==> config.mk <==
export PLATFORM = sky130hd
export DESIGN_NAME = min_max_bin_decimator_flat
export DESIGN_NICKNAME = d
export VERILOG_FILES = /design/src/rtl/core/mmbd_pkg.sv /design/src/rtl/core/mmbd_if.sv /design/src/rtl/core/mmbd_front.sv /design/src/rtl/core/mmbd_fifo.sv /design/src/rtl/core/mmbd_back.sv /design/src/rtl/core/min_max_bin_decimator.sv /design/src/flat_wrapper.sv
export SDC_FILE = /design/constraint.sdc
export NUM_CORES = 2
export LEC_CHECK = 0
export ABC_AREA = 1
export BUFFER_PORTS_ARGS = -buffer_cell sky130_fd_sc_hd__clkbuf_2
export CORE_MARGIN = 2
export CORE_UTILIZATION = 45
export DETAILED_ROUTE_END_ITERATION = 10
export GPL_TIMING_DRIVEN = 0
export SLEW_MARGIN = 10
export SYNTH_ARGS = -nofsm -noshare
export SYNTH_HDL_FRONTEND = slang
export SYNTH_SLANG_ARGS = --single-unit
export TNS_END_PERCENT = 10
==> constraint.sdc <==
create_clock -name clock -period 7.2 [get_ports clock]
set_clock_uncertainty 0.15 [all_clocks]
set_input_delay 1.44 -clock clock [delete_from_list [all_inputs] [get_ports clock]]
set_output_delay 1.44 -clock clock [all_outputs]
set_load 0.1 [all_outputs]
==> src/rtl/core/mmbd_pkg.sv <==
package mmbd_pkg;

   localparam int BINS   = 8192;
   localparam int IDX_W  = $clog2(BINS);
   localparam int END_W  = 31;
   localparam int PROD_W = END_W + IDX_W;
   localparam int CNT_W  = $clog2(PROD_W + 1);
   localparam int QDEPTH = 4;
   localparam int QPTR_W = $clog2(QDEPTH);

   localparam logic [IDX_W-1:0] LAST_BIN = IDX_W'(BINS - 1);

   typedef struct packed {
      logic signed [31:0] tick;
      logic signed [31:0] value;
   } point_type;

   typedef struct packed {
      point_type        pt;
      logic             final_point;
      logic [IDX_W-1:0] bin;
   } entry_type;

   typedef struct packed {
      logic full;
      logic empty;
   } q_stat_type;

endpackage

==> src/rtl/core/mmbd_if.sv <==
interface mmbd_req_if;
   logic               valid;
   logic               ready;
   logic signed [31:0] sample_tick;
   logic signed [31:0] sample_value;
   logic               final_point;

   modport source(output valid, sample_tick, sample_value, final_point, input ready);
   modport sink(input valid, sample_tick, sample_value, final_point, output ready);
endinterface

interface mmbd_rsp_if;
   logic               valid;
   logic               ready;
   logic signed [31:0] out_tick;
   logic signed [31:0] out_value;
   logic               run_last;

   modport source(output valid, out_tick, out_value, run_last, input ready);
   modport sink(input valid, out_tick, out_value, run_last, output ready);
endinterface

==> src/rtl/core/mmbd_front.sv <==
module mmbd_front import mmbd_pkg::*; (
   input  logic             clock,
   input  logic             reset,
   input  logic [END_W-1:0] end_tick,
   mmbd_req_if.sink         req_chan,
   output logic             push,
   output entry_type        push_data,
   input  q_stat_type       q_stat
);

   localparam logic [1:0] F_IDLE = 2'd0;
   localparam logic [1:0] F_MUL  = 2'd1;
   localparam logic [1:0] F_DIV  = 2'd2;
   localparam logic [1:0] F_PUSH = 2'd3;

   logic [1:0]        st_ff, st_in;
   point_type         pt_ff;
   logic              fin_ff;
   logic [END_W-1:0]  t_ff;
   logic [END_W-1:0]  div_ff;
   logic [END_W-1:0]  rem_ff, rem_in;
   logic [PROD_W-1:0] prod_ff, prod_in;
   logic [CNT_W-1:0]  cnt_ff, cnt_in;

   logic [END_W:0]    sh;
   logic [END_W:0]    diff;
   logic              ge;
   logic              accept;

   assign req_chan.ready = (st_ff == F_IDLE);
   assign accept = req_chan.valid && req_chan.ready;

   // one quotient bit per cycle, restoring
   always_comb begin
      sh   = {rem_ff, prod_ff[PROD_W-1]};
      diff = sh - {1'b0, div_ff};
      ge   = (sh >= {1'b0, div_ff});
   end

   always_comb begin
      st_in   = st_ff;
      rem_in  = rem_ff;
      prod_in = prod_ff;
      cnt_in  = cnt_ff;
      case (st_ff)
         F_IDLE: begin
            if (accept) st_in = F_MUL;
         end
         F_MUL: begin
            prod_in = PROD_W'(t_ff) * PROD_W'(LAST_BIN);
            rem_in  = '0;
            cnt_in  = CNT_W'(PROD_W);
            st_in   = F_DIV;
         end
         F_DIV: begin
            rem_in  = ge ? diff[END_W-1:0] : sh[END_W-1:0];
            prod_in = {prod_ff[PROD_W-2:0], ge};
            cnt_in  = cnt_ff - CNT_W'(1);
            if (cnt_ff == CNT_W'(1)) st_in = F_PUSH;
         end
         F_PUSH: begin
            if (!q_stat.full) st_in = F_IDLE;
         end
         default: st_in = F_IDLE;
      endcase
   end

   always_ff @(posedge clock) begin
      if (reset) begin
         st_ff <= F_IDLE;
      end else begin
         st_ff <= st_in;
      end
      rem_ff  <= rem_in;
      prod_ff <= prod_in;
      cnt_ff  <= cnt_in;
      if (accept) begin
         pt_ff.tick  <= req_chan.sample_tick;
         pt_ff.value <= req_chan.sample_value;
         fin_ff      <= req_chan.final_point;
         t_ff        <= req_chan.sample_tick[31] ? '0 : req_chan.sample_tick[END_W-1:0];
         div_ff      <= (end_tick == '0) ? END_W'(1) : end_tick;
      end
   end

   assign push                  = (st_ff == F_PUSH) && !q_stat.full;
   assign push_data.pt          = pt_ff;
   assign push_data.final_point = fin_ff;
   assign push_data.bin         = (prod_ff > PROD_W'(LAST_BIN)) ? LAST_BIN
                                                                : prod_ff[IDX_W-1:0];

endmodule

==> src/rtl/core/mmbd_fifo.sv <==
module mmbd_fifo import mmbd_pkg::*; (
   input  logic       clock,
   input  logic       reset,
   input  logic       push,
   input  entry_type  push_data,
   input  logic       pop,
   output entry_type  pop_data,
   output q_stat_type q_stat
);

   entry_type         mem_ff [QDEPTH];
   logic [QPTR_W-1:0] wr_ff, rd_ff;
   logic [QPTR_W:0]   cnt_ff;

   always_ff @(posedge clock) begin
      if (reset) begin
         wr_ff  <= '0;
         rd_ff  <= '0;
         cnt_ff <= '0;
      end else begin
         if (push) wr_ff <= wr_ff + QPTR_W'(1);
         if (pop)  rd_ff <= rd_ff + QPTR_W'(1);
         if (push && !pop)      cnt_ff <= cnt_ff + (QPTR_W+1)'(1);
         else if (pop && !push) cnt_ff <= cnt_ff - (QPTR_W+1)'(1);
      end
      if (push) mem_ff[wr_ff] <= push_data;
   end

   assign pop_data     = mem_ff[rd_ff];
   assign q_stat.full  = (cnt_ff == (QPTR_W+1)'(QDEPTH));
   assign q_stat.empty = (cnt_ff == '0);

endmodule

==> src/rtl/core/mmbd_back.sv <==
module mmbd_back import mmbd_pkg::*; (
   input  logic       clock,
   input  logic       reset,
   input  entry_type  pop_data,
   input  q_stat_type q_stat,
   output logic       pop,
   mmbd_rsp_if.source rsp_chan
);

   localparam logic [1:0] B_IDLE = 2'd0;
   localparam logic [1:0] B_SORT = 2'd1;
   localparam logic [1:0] B_EMIT = 2'd2;

   logic [1:0]       st_ff;
   logic             bin_open_ff;
   logic [IDX_W-1:0] open_bin_ff;
   point_type        first_ff, min_ff, max_ff, last_ff;
   point_type        snap_ff [4];
   point_type        sorted_ff [4];
   logic [3:0]       dup_ff;
   logic [1:0]       last_pos_ff, pos_ff;
   logic             final_pend_ff;

   logic             out_v_ff;
   point_type        out_pt_ff;
   logic             out_last_ff;

   point_type        p, nfirst, nmin, nmax;
   logic             chg, fresh;
   logic [1:0]       rank [4];
   logic [3:0]       dup_src;
   logic [1:0]       lpos;
   logic             skip, can_out, emit_go;

   assign pop = (st_ff == B_IDLE) && !q_stat.empty;

   always_comb begin
      p      = pop_data.pt;
      chg    = bin_open_ff && (pop_data.bin != open_bin_ff);
      fresh  = !bin_open_ff || chg;
      nfirst = fresh ? p : first_ff;
      nmin   = (fresh || ($signed(p.value) < $signed(min_ff.value))) ? p : min_ff;
      nmax   = (fresh || ($signed(max_ff.value) < $signed(p.value))) ? p : max_ff;
   end

   // stable rank by tick; an equal tick seen earlier marks a duplicate
   always_comb begin
      lpos = '0;
      for (int i = 0; i < 4; i++) begin
         rank[i]    = '0;
         dup_src[i] = 1'b0;
         for (int j = 0; j < 4; j++) begin
            if (j != i) begin
               if (($signed(snap_ff[j].tick) < $signed(snap_ff[i].tick)) ||
                   ((snap_ff[j].tick == snap_ff[i].tick) && (j < i)))
                  rank[i] = rank[i] + 2'd1;
               if ((snap_ff[j].tick == snap_ff[i].tick) && (j < i))
                  dup_src[i] = 1'b1;
            end
         end
      end
      for (int i = 0; i < 4; i++) begin
         if (!dup_src[i] && (rank[i] > lpos)) lpos = rank[i];
      end
   end

   assign skip    = dup_ff[pos_ff];
   assign can_out = !out_v_ff || rsp_chan.ready;
   assign emit_go = (st_ff == B_EMIT) && !skip && can_out;

   always_ff @(posedge clock) begin
      if (reset) begin
         st_ff         <= B_IDLE;
         bin_open_ff   <= 1'b0;
         open_bin_ff   <= '0;
         first_ff      <= '0;
         min_ff        <= '0;
         max_ff        <= '0;
         last_ff       <= '0;
         final_pend_ff <= 1'b0;
         out_v_ff      <= 1'b0;
      end else begin
         if (emit_go) out_v_ff <= 1'b1;
         else if (out_v_ff && rsp_chan.ready) out_v_ff <= 1'b0;
         case (st_ff)
            B_IDLE: begin
               if (pop) begin
                  first_ff    <= nfirst;
                  min_ff      <= nmin;
                  max_ff      <= nmax;
                  last_ff     <= p;
                  open_bin_ff <= fresh ? pop_data.bin : open_bin_ff;
                  bin_open_ff <= !pop_data.final_point;
                  if (chg) begin
                     snap_ff[0]    <= first_ff;
                     snap_ff[1]    <= min_ff;
                     snap_ff[2]    <= max_ff;
                     snap_ff[3]    <= last_ff;
                     final_pend_ff <= pop_data.final_point;
                     st_ff         <= B_SORT;
                  end else if (pop_data.final_point) begin
                     snap_ff[0]    <= nfirst;
                     snap_ff[1]    <= nmin;
                     snap_ff[2]    <= nmax;
                     snap_ff[3]    <= p;
                     final_pend_ff <= 1'b0;
                     st_ff         <= B_SORT;
                  end
               end
            end
            B_SORT: begin
               for (int i = 0; i < 4; i++) begin
                  sorted_ff[rank[i]] <= snap_ff[i];
                  dup_ff[rank[i]]    <= dup_src[i];
               end
               last_pos_ff <= lpos;
               pos_ff      <= '0;
               st_ff       <= B_EMIT;
            end
            B_EMIT: begin
               if (skip || can_out) begin
                  if (!skip) begin
                     out_pt_ff   <= sorted_ff[pos_ff];
                     out_last_ff <= (pos_ff == last_pos_ff) && !final_pend_ff;
                  end
                  if (pos_ff == last_pos_ff) begin
                     if (final_pend_ff) begin
                        // flush the freshly opened bin after the old one
                        snap_ff[0]    <= first_ff;
                        snap_ff[1]    <= min_ff;
                        snap_ff[2]    <= max_ff;
                        snap_ff[3]    <= last_ff;
                        final_pend_ff <= 1'b0;
                        st_ff         <= B_SORT;
                     end else begin
                        st_ff <= B_IDLE;
                     end
                  end else begin
                     pos_ff <= pos_ff + 2'd1;
                  end
               end
            end
            default: st_ff <= B_IDLE;
         endcase
      end
   end

   assign rsp_chan.valid     = out_v_ff;
   assign rsp_chan.out_tick  = out_pt_ff.tick;
   assign rsp_chan.out_value = out_pt_ff.value;
   assign rsp_chan.run_last  = out_last_ff;

   a_sort_then_emit: assert property (@(posedge clock) disable iff (reset)
      (st_ff == B_SORT) |=> (st_ff == B_EMIT))
      else $error("sort not followed by emit");

   a_pop_only_idle: assert property (@(posedge clock) disable iff (reset)
      pop |-> (st_ff == B_IDLE) && !q_stat.empty)
      else $error("pop outside idle");

   a_pend_busy: assert property (@(posedge clock) disable iff (reset)
      final_pend_ff |-> (st_ff != B_IDLE))
      else $error("final flush pending while idle");

   a_last_kept: assert property (@(posedge clock) disable iff (reset)
      (st_ff == B_EMIT) |-> !dup_ff[last_pos_ff])
      else $error("last emitted position is a duplicate");

endmodule

==> src/rtl/core/min_max_bin_decimator.sv <==
// channel   | dir | signals                                         | word
// req_chan  | in  | valid ready sample_tick sample_value final_point | one point
// rsp_chan  | out | valid ready out_tick out_value run_last          | one envelope point
// csr_*     | in  | csr_we csr_wdata                                | end_tick write
//
// front: each point passes accept, multiply, a 44-step divider and a queue push, and no
//   new point is taken until the push; the serial bin divider sets the point rate
// back: pops a point from the queue while idle; for each closed bin it sorts the four
//   kept points, then emits them in tick order up to the last kept one (a dropped
//   duplicate before it still takes its step), behind a four-word queue
// reset: synchronous, clears control state; end_tick returns to 1
// stalls: the output register and the queue let front and back stall on their own
module min_max_bin_decimator import mmbd_pkg::*; (
   input  logic             clock,
   input  logic             reset,
   input  logic             csr_we,
   input  logic [END_W-1:0] csr_wdata,
   mmbd_req_if.sink         req_chan,
   mmbd_rsp_if.source       rsp_chan
);

   logic [END_W-1:0] end_tick_ff;
   logic             push, pop;
   entry_type        push_data, pop_data;
   q_stat_type       q_stat;

   always_ff @(posedge clock) begin
      if (reset) begin
         end_tick_ff <= END_W'(1);
      end else if (csr_we) begin
         end_tick_ff <= csr_wdata;
      end
   end

   mmbd_front u_front (
      .clock     (clock),
      .reset     (reset),
      .end_tick  (end_tick_ff),
      .req_chan  (req_chan),
      .push      (push),
      .push_data (push_data),
      .q_stat    (q_stat)
   );

   mmbd_fifo u_fifo (
      .clock     (clock),
      .reset     (reset),
      .push      (push),
      .push_data (push_data),
      .pop       (pop),
      .pop_data  (pop_data),
      .q_stat    (q_stat)
   );

   mmbd_back u_back (
      .clock    (clock),
      .reset    (reset),
      .pop_data (pop_data),
      .q_stat   (q_stat),
      .pop      (pop),
      .rsp_chan (rsp_chan)
   );

endmodule

==> src/flat_wrapper.sv <==
// flat-port wrapper written by rule: the top's interface ports become plain ports
module min_max_bin_decimator_flat import mmbd_pkg::*;
  (clock, reset, csr_we, csr_wdata, req_chan_valid, req_chan_sample_tick, req_chan_sample_value, req_chan_final_point, req_chan_ready, rsp_chan_valid, rsp_chan_out_tick, rsp_chan_out_value, rsp_chan_run_last, rsp_chan_ready);
  mmbd_req_if req_chan_i ();
  mmbd_rsp_if rsp_chan_i ();
  input  logic clock;
  input  logic reset;
  input  logic csr_we;
  input  logic [END_W-1:0] csr_wdata;
  input wire logic [$bits(req_chan_i.valid)-1:0] req_chan_valid;
  input wire logic [$bits(req_chan_i.sample_tick)-1:0] req_chan_sample_tick;
  input wire logic [$bits(req_chan_i.sample_value)-1:0] req_chan_sample_value;
  input wire logic [$bits(req_chan_i.final_point)-1:0] req_chan_final_point;
  output wire logic [$bits(req_chan_i.ready)-1:0] req_chan_ready;
  output wire logic [$bits(rsp_chan_i.valid)-1:0] rsp_chan_valid;
  output wire logic [$bits(rsp_chan_i.out_tick)-1:0] rsp_chan_out_tick;
  output wire logic [$bits(rsp_chan_i.out_value)-1:0] rsp_chan_out_value;
  output wire logic [$bits(rsp_chan_i.run_last)-1:0] rsp_chan_run_last;
  input wire logic [$bits(rsp_chan_i.ready)-1:0] rsp_chan_ready;
  assign req_chan_i.valid = req_chan_valid;
  assign req_chan_i.sample_tick = req_chan_sample_tick;
  assign req_chan_i.sample_value = req_chan_sample_value;
  assign req_chan_i.final_point = req_chan_final_point;
  assign req_chan_ready = req_chan_i.ready;
  assign rsp_chan_valid = rsp_chan_i.valid;
  assign rsp_chan_out_tick = rsp_chan_i.out_tick;
  assign rsp_chan_out_value = rsp_chan_i.out_value;
  assign rsp_chan_run_last = rsp_chan_i.run_last;
  assign rsp_chan_i.ready = rsp_chan_ready;
  min_max_bin_decimator u_core (.clock(clock), .reset(reset), .csr_we(csr_we), .csr_wdata(csr_wdata), .req_chan(req_chan_i), .rsp_chan(rsp_chan_i));
endmodule
# Word-level counts from Yosys, hierarchy flattened
# Memories as Yosys holds them, arrays and structs flattened. A register that Yosys moved wholly into a read port is not among the register bits.
# Index checks and enable logic that the tools add are counted.
# W data, S select, Z words.
# totals
word_cells	269
reg_bits	531
mem_count	3
in_bits	101
mem_bits_rw	824
# op_classes
n_lt_le_gt_ge	29
add_sub_neg	15
eq_ne	23
mux	99
mul	1
reduce_logical	57
n_bitwise	12
# memory_table
name	depth	word_bits	rd	rd_clocked_by_memory_dff	write_ports	line	rtl
u_core.u_fifo.mem_ff	4	78	1	1	1	mmbd_fifo.sv:11	entry_type mem_ff [QDEPTH];
u_core.u_back.snap_ff	4	64	4	0	4	mmbd_back.sv:18	point_type snap_ff [4];
u_core.u_back.sorted_ff	4	64	1	1	4	mmbd_back.sv:19	point_type sorted_ff [4];
# ops
op	n
$mux W64	11
$lt A32 B32 Y1	14
$eq A32 B32 Y1	6
$pmux W44 S2	1
$pmux W31 S2	1
$mux W2	24
$mux W1	45
$gt A44 B13 Y1 const B	1
$mul A31 B13 Y44 const B	1
$ge A32 B31 Y1	1
$logic_not A31 Y1	1
$mux W31	1
$sub A31 B31 Y31	1
$add A2 B1 Y2 const B	11
$logic_and A1 B1 Y1	17
$lt A2 B3 Y1 const B	5
$mux W13	1
$ne A13 B13 Y1	1
$bwmux W4	3
$logic_not A1 Y1	12
$pmux W6 S2	1
$reduce_and A4 Y1	3
$logic_or A1 B1 Y1	11
$reduce_bool A2 Y1	5
other kinds (30)	58

# Depth between registers and ports, before layout
# An unclocked memory read counts as a cell.
# logic_depth
ltp_word	18
mapped_depth	40
depth_no_buf	39

# By module
# Synthesis repeated with hierarchy kept, for this count alone.
# hier_totals
cells_unflattened	9969
area_unflattened_um2	84179.5
# modules_own_cells
module	cells_each	n_inst	area_each_um2	seq_area_each_um2
mmbd_back	6634	1	51099.0	23052.1
mmbd_front	2327	1	19752.7	6286.0
mmbd_fifo	812	1	12011.5	9549.2
min_max_bin_decimator	196	1	1316.3	620.6

# Worst setup path after synthesis
# No wires, ideal clock.
# synth_path
path_kind	input to register
start	in reset
end	mem u_core.u_back.snap_ff[1][0] in the netlist's numbering (enable)
arrival_time_ps	6783
setup_ps	581
slack_ps	-314
path_stages	4
n_path_buf	3
path_cell_list	clkbuf_1 -> clkbuf_1 -> clkbuf_1 -> a211oi_1
# synth_lines
element	line	rtl
from (decl)	flat_wrapper.sv:7	input logic reset;
to (decl)	mmbd_back.sv:18	

==> reports/results.txt <==
Dpl ws: -0.736 ns
Layout cells sized above 1: 7.93%
Worst-Skew Late Latency: 0.86 ns
# rows: 156
Overflow after GRT: 0
Worst setup SP type: flop
Crit end category: flop
Clock Sinks: 1421
Yosys cell types: 57
EDFF count, synth: 1105
R2r endpoint: u_core.u_back.sorted_ff[1][17]$_DFFE_PP_
Status: finished, final reports clean
Crit path launch: u_core.u_back.snap_ff[2][63]$_DFFE_PP_
CP endpoint: u_core.u_back.sorted_ff[1][17]$_DFFE_PP_
H-tree Lvls: 4
Yosys top cell area share: 40.6%
Yosys reg bits: 1421
Fillers: 16.9k
DRT Pass-1 Iters: 8
Final setup viols: 0
Setup ws final: 0.170 ns
Ports: 168
Max Cap Viol: 0
Largest net degree at the start of global routing: 69
Fin crit period: 7.03 ns
Die height: 430 um
CORE AREA: 181000 um2
CTS Root Cell: clkbuf_16
Fin area: 92000 um2
Initial Util: 45.3%
Leading cell type in the layout, fill and taps excluded: nand2_1
Worst-path maximum fanout: 10
Number of vias in the routed layout: 68.7k
YS warnings: 0
Commonest cells after routing, fill and taps aside: 2320 x nand2_1, 1105 x edfxtp_1, 898 x inv_1, 829 x nor2_1, 563 x a21oi_1
Post-DR vias/cell: 5.63
Wirelength per Cell: 24.4 um
P&R area growth vs syn: 12.6%
HP Class: flop to flop
Slew HR: 9.85%
I/O Buffers: 165
Achievable frequency: 142 MHz
Most used flip-flop cell after synthesis: edfxtp_1
Detailed Route Iter0 Violations: 7479
Tot GR Track Use: 31.8%
Average cell area after synthesis: 8.79 um2
Final Hold Viols: 0
Async set-reset flop share out of synthesis: 0%
R2r startpoint: u_core.u_back.snap_ff[2][63]$_DFFE_PP_
Arrival time at the worst endpoint: 7.43 ns
Cts hold-fix bufs: 0
Max Buffers Root-to-Sink: 3
Post-Syn Area: 81700 um2
Reg2Reg Depth: 24
R2R Setup Slk: 0.17 ns
Hold path startpoint: u_core.u_fifo.rd_ff[1]$_SDFFE_PP0P_
Initial antenna violation count: 8
Crit path required time: 7.60 ns
CTS tree: built
Final nets: 10.4k
Final Cycle Share: 97.6%
Synth area leader: edfxtp_1
Die width: 430 um
DIE AREA: 185000 um2
Slew Limit Fails: 0
Final ANT Viol Nets: 0
Area contributors post-synth: edfxtp_1 41%, nand2_1 11%, dfxtp_1 7.7%
Post-DP HPWL: 232000 um
# DRC: 0
Post-synthesis sequential area ratio: 48.3%
Worst Tran Pin Value: 1.35 ns
Total wire length: 298000 um
Num CTS Buffers: 157
Vias in the first global route: 66.5k
Clk slew on worst S/H paths: 0.06 ns
First-pass GRT wire length: 435000 um
Placed cell areas: 86500 um2
Setup TNS: 0 ns
Synth Instances: 9299
Critical path class: flop to flop
Net count after synthesis: 10.0k
RePlAce Congestion: 1.02
==> sequential cells by signal (all words and copies together) (netlist names), 32 cells and up, named ones only <==
name and flops:
u_core.u_back.first_ff 64, u_core.u_back.rsp_chan.out_tick 32, u_core.u_fifo.mem_ff 312, u_core.u_back.sorted_ff 256, u_core.u_back.max_ff 64, u_core.u_back.last_ff 64
u_core.u_back.min_ff 64, u_core.u_front.prod_ff 44, u_core.u_back.snap_ff 256, u_core.u_front.push_data 64, u_core.u_back.rsp_chan.out_value 32
==> synth_stat cells (4+ instances only) <==
library cell,number
nand4_1,325
o21ai_1,137
a21oi_1,563
buf_6,9
nand3_2,6
buf_1,43
dfxtp_1,316
or2_2,20
a211oi_1,82
o21a_1,76
ha_1,389
clkbuf_1,293
nand3b_1,10
a32oi_1,63
nand2_1,2321
inv_2,14
o211ai_1,8
nor3_1,28
o21bai_1,8
a21boi_0,4
a21o_1,14
o21ai_0,527
nand2_2,6
a31oi_1,21
nor4_1,25
edfxtp_1,1105
inv_1,899
buf_4,29
xor2_1,25
o22ai_1,66
buf_2,176
nor2_2,4
o221ai_1,9
xnor2_1,23
nand3_1,554
nor2_4,4
nor2_1,834
fa_1,234
==> stage by stage <==
step	cells	hold WS [ns]	utilization, %
2_1_floorplan	9299	0.286	-
3_3_place_gp	11800	0.305	47.4
3_5_place_dp	11900	0.311	47.9
4_1_cts	12200	0.319	50.9
5_1_grt	12200	0.355	50.9
6_report	12200	0.316	50.9
==> cells by family after synthesis <==
kind of cell | synth area share [%]
buffers and inverters | 7.21
and+or+nand+nor | 21.3
xor gates and xnor gates | 0.514
DFF | 48.3
AOI/OAI and AO/OA | 10.9
adders and majority gates | 11.7
==> routing by layer <==
| layer | global-route usage [%] | wire [um] | up-vias |
|---|---|---|---|
| met1 | 43.0 | 126000 | 32900 |
| met4 | 13.2 | 13400 | 6 |
| met5 | 0 | 52 | - |
| met2 | 51.2 | 137000 | 2837 |
| met3 | 4.58 | 21200 | 576 |
| li1 | - | - | 32300 |
==> how the worst min path moves through the flow <==
stage                                                    endpoint  slack (ns)  cells after the start
final                                                        flop        0.32                      2
after global routing      u_core.u_back.first_ff[45]$_SDFFE_PP0P_        0.36                      2
after CTS                                                    flop        0.32                      2
after detailed placement                                     flop        0.31                      2
after global placement        u_core.u_fifo.rd_ff[1]$_SDFFE_PP0P_        0.31                      2
after floorplan                                              flop        0.29                      2
==> timing repair <==
action	in CTS	in global routing
resized for setup	3	9
setup buffers	3	0
endpoints found under the setup margin	54	14
==> critical path, cell delays in order, from the launching register on <==
cell	delay [ns]
edfxtp_1	0.49
inv_1	0.24
ha_1	0.40
nand4_1	0.21
nor3_1	0.41
nor4b_2	0.51
nand2_1	0.10
nand2_1	0.09
nor2_1	0.05
nor2_1	0.26
inv_1	0.15
ha_1	0.33
inv_1	0.06
nand4_1	0.10
nand2_2	0.25
nand3_2	0.52
nand2_1	0.33
buf_4	0.32
inv_1	0.29
o211ai_1	0.42
buf_6	0.25
buf_4	0.18
buf_4	0.19
buf_4	0.19
buf_4	0.20
==> cell type report <==
| type | count | area, um2 | area share [%] |
|---|---|---|---|
| sequential | 1421 | 39500 | 43.0 |
| multi-input combinational | 6413 | 36500 | 39.7 |
| clock buffer | 203 | 4360 | 4.74 |
| inverter | 915 | 3440 | 3.74 |
| tap | 2370 | 2970 | 3.22 |
| buffer | 549 | 2460 | 2.68 |
| timing repair buffer | 237 | 1760 | 1.91 |
| clock inverter | 92 | 1010 | 1.10 |
| antenna | 2 | 5.00 | 0.00544 |
Power is left out: the tool's default activity adds up to more than one toggle a clock period on the data nets, which glitch-free logic cannot reach.
